$ cat src/hdl/mrc_pkg.sv
// Shared types and constants of the mixed radix converter.
package mrc_pkg;

	localparam int unsigned POSITIONS = 4;

	// Command codes carried by an input transaction.
	localparam logic [1:0] CMD_EVAL     = 2'd0;
	localparam logic [1:0] CMD_DIGITIZE = 2'd1;
	localparam logic [1:0] CMD_STEP     = 2'd2;

	// Configuration register indexes.
	localparam logic [2:0] REG_COUNT      = 3'd0;
	localparam logic [2:0] REG_BASE_ZERO  = 3'd1;
	localparam logic [2:0] REG_BASE_ONE   = 3'd2;
	localparam logic [2:0] REG_BASE_TWO   = 3'd3;
	localparam logic [2:0] REG_BASE_THREE = 3'd4;

	localparam logic [2:0]  COUNT_RESET = 3'd4;
	localparam logic [15:0] BASE_RESET  = 16'd10;

	typedef enum logic [3:0] {
		S_IDLE,
		S_SETUP,
		S_DIV,
		S_POST,
		S_MUL_D,
		S_MUL_B,
		S_NEXT,
		S_MUL_O,
		S_ADD_O,
		S_DONE
	} state_t;

endpackage

$ cat src/hdl/mixed_radix_converter.sv
// Mixed radix converter: evaluate, digitize and step over up to four digits.
// Input channel src_valid/src_stall carries one command with its digits,
// value, position, amount and carry mode. The block stalls the source while
// it works on a transaction; the result appears on res_valid/res_stall.
// All divisions go through one bit-serial divider that retires one quotient
// bit a cycle, and one 32x18 multiplier serves the evaluate command.
// States from acceptance to result valid:
//   evaluate: SETUP, DIV, POST, MUL_D, MUL_B and NEXT per active digit,
//             then MUL_O, ADD_O and DONE
//   digitize: SETUP, DIV and POST per active digit, then DONE
//   step:     SETUP, DIV and POST per digit the carry visits, then DONE;
//             a zero amount or an unused position goes straight to DONE
//   unused command: straight to DONE
// A new transaction can be taken in the cycle after the result loads, even
// while that result waits under res_stall in the result register; a
// finished transaction holds in its last state until the register is free.
// Configuration writes (wr_en, wr_index, wr_data) take effect at once; the
// user makes them only while the block is idle (the block does not enforce
// this). Reset sets four digits of base ten and empties the result register.
module mixed_radix_converter #(
	parameter int unsigned MAX_DIGITS = 4
) (
	input  logic               clk,
	input  logic               arst_n,
	input  logic               wr_en,
	input  logic [2:0]         wr_index,
	input  logic [15:0]        wr_data,
	input  logic               src_valid,
	output logic               src_stall,
	input  logic [1:0]         command,
	input  logic [15:0]        digit_in_zero,
	input  logic [15:0]        digit_in_one,
	input  logic [15:0]        digit_in_two,
	input  logic [15:0]        digit_in_three,
	input  logic [31:0]        value_in,
	input  logic [1:0]         position,
	input  logic signed [15:0] amount,
	input  logic               carry_mode,
	output logic               res_valid,
	input  logic               res_stall,
	output logic [31:0]        value_out,
	output logic [15:0]        digit_out_zero,
	output logic [15:0]        digit_out_one,
	output logic [15:0]        digit_out_two,
	output logic [15:0]        digit_out_three,
	output logic               in_range
);

	localparam logic [2:0] MAX_N = (MAX_DIGITS < mrc_pkg::POSITIONS) ?
		3'(MAX_DIGITS) : 3'(mrc_pkg::POSITIONS);

	mrc_pkg::state_t state_q, state_nx;

	logic [2:0]         count_q;
	logic [15:0]        base_q [mrc_pkg::POSITIONS];
	logic [1:0]         cmd_q;
	logic               carry_q;
	logic [15:0]        dig_q  [mrc_pkg::POSITIONS];
	logic [15:0]        res_q  [mrc_pkg::POSITIONS];
	logic [1:0]         idx_q;
	logic [2:0]         n_q;
	logic [31:0]        val_q;
	logic [31:0]        factor_q;
	logic [31:0]        prod_q;
	logic [31:0]        work_q;
	logic [17:0]        over_q;
	logic signed [19:0] amt_q;
	logic               neg_q;
	logic               ok_q;
	logic [31:0]        quo_q;
	logic [15:0]        rem_q;
	logic [4:0]         cnt_q;
	logic               res_valid_q;

	logic        src_take;
	logic        out_free;
	logic [2:0]  n_eff;
	logic [15:0] base_eff;
	logic        last_pos;
	logic [16:0] rem_sh;
	logic        rem_ge;
	logic [16:0] rem_sub;
	logic [18:0] eval_sum;
	logic signed [20:0] step_x;
	logic [20:0] step_mag;
	logic        rem_nz;
	logic [15:0] r_floor;
	logic [19:0] q_inc;
	logic [19:0] q_floor;
	logic [17:0] mul_b;
	logic [49:0] mul_full;

	assign src_stall = (state_q != mrc_pkg::S_IDLE);
	assign src_take  = src_valid && !src_stall;
	assign res_valid = res_valid_q;
	assign out_free  = !res_valid_q || !res_stall;

	// Clamp the digit count to the supported range.
	always_comb begin
		n_eff = count_q;
		if (n_eff == 3'd0) n_eff = 3'd1;
		if (n_eff > MAX_N) n_eff = MAX_N;
	end

	assign base_eff = (base_q[idx_q] == 16'd0) ? 16'd1 : base_q[idx_q];
	assign last_pos = ({1'b0, idx_q} == (n_q - 3'd1));

	// Divider step: shift in one dividend bit, subtract when it fits.
	assign rem_sh  = {rem_q, quo_q[31]};
	assign rem_ge  = (rem_sh >= {1'b0, base_eff});
	assign rem_sub = rem_sh - {1'b0, base_eff};

	// Dividends for evaluate and step.
	assign eval_sum = {3'b000, dig_q[idx_q]} + {1'b0, over_q};
	assign step_x   = $signed({5'b00000, dig_q[idx_q]}) + $signed({amt_q[19], amt_q});
	assign step_mag = step_x[20] ? 21'(-step_x) : 21'(step_x);

	// Floored quotient and remainder for step.
	assign rem_nz  = (rem_q != 16'd0);
	assign r_floor = (neg_q && rem_nz) ? (base_eff - rem_q) : rem_q;
	assign q_inc   = quo_q[19:0] + {19'd0, neg_q && rem_nz};
	assign q_floor = neg_q ? (20'd0 - q_inc) : q_inc;

	// Shared multiplier operand select.
	always_comb begin
		case (state_q)
			mrc_pkg::S_MUL_D: mul_b = {2'b00, res_q[idx_q]};
			mrc_pkg::S_MUL_B: mul_b = {2'b00, base_eff};
			default:          mul_b = over_q;
		endcase
	end
	assign mul_full = factor_q * mul_b;

	// Next state.
	always_comb begin
		state_nx = state_q;
		unique case (state_q)
			mrc_pkg::S_IDLE: begin
				if (src_take) begin
					if (command == mrc_pkg::CMD_EVAL || command == mrc_pkg::CMD_DIGITIZE)
						state_nx = mrc_pkg::S_SETUP;
					else if (command == mrc_pkg::CMD_STEP && amount != 16'sd0
						&& {1'b0, position} < n_eff)
						state_nx = mrc_pkg::S_SETUP;
					else
						state_nx = mrc_pkg::S_DONE;
				end
			end
			mrc_pkg::S_SETUP: state_nx = mrc_pkg::S_DIV;
			mrc_pkg::S_DIV: begin
				if (cnt_q == 5'd31) state_nx = mrc_pkg::S_POST;
			end
			mrc_pkg::S_POST: begin
				case (cmd_q)
					mrc_pkg::CMD_EVAL: state_nx = mrc_pkg::S_MUL_D;
					mrc_pkg::CMD_DIGITIZE:
						state_nx = last_pos ? mrc_pkg::S_DONE : mrc_pkg::S_SETUP;
					default: begin
						if (q_floor == 20'd0 || !carry_q || last_pos)
							state_nx = mrc_pkg::S_DONE;
						else
							state_nx = mrc_pkg::S_SETUP;
					end
				endcase
			end
			mrc_pkg::S_MUL_D: state_nx = mrc_pkg::S_MUL_B;
			mrc_pkg::S_MUL_B: state_nx = mrc_pkg::S_NEXT;
			mrc_pkg::S_NEXT:  state_nx = last_pos ? mrc_pkg::S_MUL_O : mrc_pkg::S_SETUP;
			mrc_pkg::S_MUL_O: state_nx = mrc_pkg::S_ADD_O;
			mrc_pkg::S_ADD_O: state_nx = mrc_pkg::S_DONE;
			mrc_pkg::S_DONE: begin
				if (out_free) state_nx = mrc_pkg::S_IDLE;
			end
			default: state_nx = mrc_pkg::S_IDLE;
		endcase
	end

	// Control registers: state, configuration, result valid.
	always_ff @(posedge clk or negedge arst_n) begin
		if (!arst_n) begin
			state_q     <= mrc_pkg::S_IDLE;
			res_valid_q <= 1'b0;
			count_q     <= mrc_pkg::COUNT_RESET;
			for (int i = 0; i < mrc_pkg::POSITIONS; i++) base_q[i] <= mrc_pkg::BASE_RESET;
		end else begin
			state_q <= state_nx;
			if (state_q == mrc_pkg::S_DONE && out_free)
				res_valid_q <= 1'b1;
			else if (!res_stall)
				res_valid_q <= 1'b0;
			if (wr_en) begin
				unique case (wr_index)
					mrc_pkg::REG_COUNT:      count_q   <= wr_data[2:0];
					mrc_pkg::REG_BASE_ZERO:  base_q[0] <= wr_data;
					mrc_pkg::REG_BASE_ONE:   base_q[1] <= wr_data;
					mrc_pkg::REG_BASE_TWO:   base_q[2] <= wr_data;
					mrc_pkg::REG_BASE_THREE: base_q[3] <= wr_data;
					default: ;
				endcase
			end
		end
	end

	// Datapath: operands, divider, multiplier accumulation, result register.
	always_ff @(posedge clk) begin
		case (state_q)
			mrc_pkg::S_IDLE: begin
				if (src_take) begin
					cmd_q    <= command;
					carry_q  <= carry_mode;
					dig_q[0] <= digit_in_zero;
					dig_q[1] <= digit_in_one;
					dig_q[2] <= digit_in_two;
					dig_q[3] <= digit_in_three;
					for (int i = 0; i < mrc_pkg::POSITIONS; i++) res_q[i] <= 16'd0;
					n_q      <= n_eff;
					idx_q    <= (command == mrc_pkg::CMD_STEP) ? position : 2'd0;
					val_q    <= (command == mrc_pkg::CMD_DIGITIZE) ? value_in : 32'd0;
					work_q   <= value_in;
					factor_q <= 32'd1;
					over_q   <= 18'd0;
					amt_q    <= 20'(amount);
					ok_q     <= !(command == mrc_pkg::CMD_STEP && amount != 16'sd0);
				end
			end
			mrc_pkg::S_SETUP: begin
				rem_q <= 16'd0;
				cnt_q <= 5'd0;
				case (cmd_q)
					mrc_pkg::CMD_EVAL:     quo_q <= {13'd0, eval_sum};
					mrc_pkg::CMD_DIGITIZE: quo_q <= work_q;
					default: begin
						quo_q <= {11'd0, step_mag};
						neg_q <= step_x[20];
					end
				endcase
			end
			mrc_pkg::S_DIV: begin
				rem_q <= rem_ge ? rem_sub[15:0] : rem_sh[15:0];
				quo_q <= {quo_q[30:0], rem_ge};
				cnt_q <= cnt_q + 5'd1;
			end
			mrc_pkg::S_POST: begin
				case (cmd_q)
					mrc_pkg::CMD_EVAL: begin
						res_q[idx_q] <= rem_q;
						over_q       <= carry_q ? quo_q[17:0] : 18'd0;
					end
					mrc_pkg::CMD_DIGITIZE: begin
						res_q[idx_q] <= rem_q;
						work_q       <= quo_q;
						if (!last_pos) idx_q <= idx_q + 2'd1;
					end
					default: begin
						dig_q[idx_q] <= r_floor;
						amt_q        <= q_floor;
						ok_q         <= (q_floor == 20'd0);
						if (!last_pos) idx_q <= idx_q + 2'd1;
					end
				endcase
			end
			mrc_pkg::S_MUL_D: prod_q <= mul_full[31:0];
			mrc_pkg::S_MUL_B: begin
				val_q  <= val_q + prod_q;
				prod_q <= mul_full[31:0];
			end
			mrc_pkg::S_NEXT: begin
				factor_q <= prod_q;
				if (!last_pos) idx_q <= idx_q + 2'd1;
			end
			mrc_pkg::S_MUL_O: prod_q <= mul_full[31:0];
			mrc_pkg::S_ADD_O: val_q  <= val_q + prod_q;
			mrc_pkg::S_DONE: begin
				if (out_free) begin
					value_out <= val_q;
					in_range  <= ok_q;
					if (cmd_q == mrc_pkg::CMD_STEP) begin
						digit_out_zero  <= dig_q[0];
						digit_out_one   <= (n_q > 3'd1) ? dig_q[1] : 16'd0;
						digit_out_two   <= (n_q > 3'd2) ? dig_q[2] : 16'd0;
						digit_out_three <= (n_q > 3'd3) ? dig_q[3] : 16'd0;
					end else begin
						digit_out_zero  <= res_q[0];
						digit_out_one   <= res_q[1];
						digit_out_two   <= res_q[2];
						digit_out_three <= res_q[3];
					end
				end
			end
			default: ;
		endcase
	end

endmodule

$ cat config.mk
export PLATFORM = sky130hd
export DESIGN_NAME = mixed_radix_converter
export DESIGN_NICKNAME = d
export VERILOG_FILES = /design/src/hdl/mrc_pkg.sv /design/src/hdl/mixed_radix_converter.sv
export SDC_FILE = /design/constraint.sdc
export NUM_CORES = 2
export LEC_CHECK = 0
export ABC_AREA = 1
export BUFFER_PORTS_ARGS = -buffer_cell sky130_fd_sc_hd__buf_2
export CORE_MARGIN = 2
export CORE_UTILIZATION = 50
export CTS_CLUSTER_DIAMETER = 50
export DETAILED_ROUTE_END_ITERATION = 10
export GPL_TIMING_DRIVEN = 0
export PLACE_DENSITY = 0.65
export RECOVER_POWER = 25
export SYNTH_ARGS = -nofsm -noshare
export SYNTH_HDL_FRONTEND = slang
export SYNTH_SLANG_ARGS = --single-unit
$ cat constraint.sdc
create_clock -name clk -period 7.6 [get_ports clk]
set_input_delay 0.38 -clock clk [delete_from_list [all_inputs] [get_ports clk]]
set_output_delay 0.38 -clock clk [all_outputs]
set_load 0.05 [all_outputs]
==> flow_summary.yaml <==
clocking:
  htree_levels: 3
  cts_sinks: 528
  tritoncts: "yes"
  clk-insertion-delay-late_ps: 650
  root_buffer: "clkbuf_16"
  cts_made_buffers: 74
  clockBufferDepth: 3
  clk_transition_reported_paths_ps: 60
logic_synthesis:
  synthSimpleGateAreaFrac_pct: 19.6
  muxShareOfSynthArea_pct: 0
  synthCells: 4859
  synth_top_area_cell: "edfxtp_1"
  synth_cell_types: 69
  ys_seq_area_share_pct: 37.4
  ys_warn_count: 0
  avgSynthCellArea_um2: 8.52
  synthXorXnorAreaFrac_pct: 2.08
  synth_top_area_share_pct: 32.9
  synthAdderAreaFrac_pct: 21.5
  synth_top_family_by_area: "adder cells"
  synthTopCellsByArea: "edfxtp_1 (33%), fa_1 (16%), nand2_1 (9.1%), inv_1 (7.2%), nor2_1 (5.2%)"
  synth_compound_area_share_pct: 10.3
  synth_area_mm2: 0.0414
  synth_nets: 5509
  synth_ff_type: "edfxtp_1"
  synth.ff_latch_count: 528
  async_flop_share_pct: 13.6
  synth-edff-count: 454
setup_path:
  rrSetupSlack_ps: 150
  critPathArrivalTime_ps: 7780
  crit_family: "adder cells"
  worstPathMaxFanout: 10
  critical-path-slowest-cell: "fa_1"
  max_stage_delay_ps: 580
  r2r_start: "idx_q[1]"
  crit_required_ps: 7930
  critical_path_class: "reg -> reg"
  cp-start-kind: "register"
  crit_buf_inv: 7
  worstReg2RegEnd: "prod_q[31]"
  cp_common_cell: "fa_1"
  worst_setup_path_end_kind: "register"
  r2r.worst_path.cells: 29
finish:
  multi_input_area_mm2: 0.0227
  final_common_cell: "nand2_1"
  fillCellCount: 7621
  final_cell_mix: "nand2_1 (989), inv_1 (775), nor2_1 (566)"
  fin_util_pct: 57.9
  syn2layout_area_growth_pct: 14.7
  nets: 5861
  drive_gt1_share_pct: 10.9
  seqCellArea_mm2: 0.0155
route:
  ant_nets: 0
  num_vias: 35800
  viasPerCell: 5.64
  drcViolationCount: 0
  routed_wl_mm: 140
  drtIter0Drc: 3751
  dr.pass1.iters: 7
  wl_per_cell_um: 22.1
floorplan:
  design.core.area_mm2: 0.0820
  die_x_um: 292
  initial_core_util_pct: 50.5
  die-area_mm2: 0.0851
  std_cell_rows: 105
  pin_count: 240
  die_h_um: 292
worst_hold_path:
  min-delay-start: "digit_in_two[4]"
  holdPathStages: 3
  holdCritPathClass: "in -> reg"
  min_to: "dig_q[2][4]"
timing:
  hold_viol: 0
  fin_skew_ps: 73.6
  max_freq_mhz: 134
  setup_viol: 0
  drv_slew: 99
  worstMarginPinSlew_ps: 3520
  fin_crit_sh_pct: 98.0
  slew_headroom_pct: -135
  period_minus_slack_ps: 7450
global_routing:
  use_met2_pct: 50.5
  grt_pass1_wl_mm: 210
  met1_usage_pct: 45.7
  grt_start_max_net_pins: 66
  antenna_found_initial: 4
  grt_use_total_pct: 32.8
  grt_pass1_vias: 34900
  top_usage_layer: "met2"
  overflow: 0
  grt_use_met3_pct: 6.81
outcome:
  status: "finished, violations left"
  violations: "max-capacitance violations, max-slew violations"
placement:
  portBuffers: 239
  dp_hpwl_mm: 112
  routabilityCongestion: 0.984
job:
  maxCapViolCount: 2
==> state kept, by name, summed over array words and instances, names as in the netlist, 4 cells and up, named ones only <==
register	count
amt_q	20
base_q	64
cnt_q	5
dig_q	64
digit_out_one	16
digit_out_three	16
digit_out_two	16
digit_out_zero	16
factor_q	32
over_q	18
prod_q	32
quo_q	32
rem_q	16
res_q	64
state_q	4
val_q	32
value_out	32
work_q	32
==> kinds of logic after synthesis <==
| kind of cell | after synthesis |
|---|---|
| adder cells (fa/ha/maj) | 509 |
| AO/OA/AOI/OAI | 775 |
| flip-flops | 528 |
| AND/OR/NAND/NOR | 1960 |
| buffers and inverters | 992 |
| XOR/XNOR | 95 |
==> worst reg2reg max path, delay by kind of cell, from the launching register on <==
| family | cells | cell delay, ps |
|---|---|---|
| compound gates | 6 | 1330 |
| fa+ha+maj | 7 | 3350 |
| buf+inv | 7 | 950 |
| flops | 1 | 350 |
| simple gates | 9 | 1170 |
==> routing by layer <==
metal	routed length, um	up-vias
li1	-	16400
met1	58700	17300
met2	61900	1777
met3	13300	337
met4	6160	4
met5	24	-
==> Yosys cell counts, types with 8 or more instances <==
library cell  count
nand4_1          25
a21o_1           12
nand2_2          10
o21ai_1          16
o21ai_0         381
o22ai_1          31
nor2_1          572
clkinv_1         11
buf_1            16
buf_2            22
nand3_1         217
fa_1            338
clkbuf_1        126
a31oi_1          12
xor2_1           60
a32oi_1          10
or2_2            26
nand3_2           8
ha_1            171
dfrtp_1          63
a21oi_1         237
inv_1           791
nor4_1           10
nor3_1           35
edfxtp_1        454
nand3b_1         16
dfstp_2           9
o211ai_1         14
inv_2            17
xnor2_1          32
nand2_1        1009
==> through the flow <==
step	setup TNS (ps)	std cells	area (um^2)	hold WS [ps]	setup WS [ps]
global placement	-148990	6168	43900	404	-1420
detailed placement	-13570	6176	44100	217	-1390
CTS	-55.6	6321	47100	5.16	-50.0
floorplan	0	4859	41400	84.4	661
finish	0	6342	47500	22.5	151
global route	-94.2	6341	47500	29.5	-72.7
==> layout make-up <==
class | count | area share [%]
Clock inverter | 51 | 1.26
Inverter | 820 | 6.54
Multi-Input combinational cell | 3339 | 47.7
Timing Repair inverter | 1 | 0.0105
Timing Repair Buffer | 281 | 3.27
Clock buffer | 85 | 4.09
Tap cell | 1070 | 2.82
Antenna cell | 1 | 0.00527
Sequential cell | 528 | 32.6
Buffer | 166 | 1.67
==> how the worst max path moves through the flow <==
| stage | start | end | depth (start not counted) |
|---|---|---|---|
| 6_report | idx_q[1] | prod_q[31] | 29 |
| 5_1_grt | idx_q[0] | prod_q[31] | 30 |
| 4_1_cts | idx_q[0] | prod_q[24] | 30 |
| 3_5_place_dp | state_q[0] | prod_q[24] | 30 |
| 3_3_place_gp | state_q[1] | value_out[19] | 5 |
| 2_1_floorplan | state_q[0] | prod_q[24] | 30 |
==> timing repair <==
item / 4_1_cts / 5_1_grt
setup buffers: 9 / 19
hold buffers: 4 / 0
endpoints found under the setup margin: 19 / 12
hold endpoints to repair: 66 / 0
gates cloned: 0 / 3
resized for setup: 108 / 103
pin swaps: 9 / 39
Power is left out: the tool's default activity adds up to more than one toggle a clock period on the data nets, which glitch-free logic cannot reach.
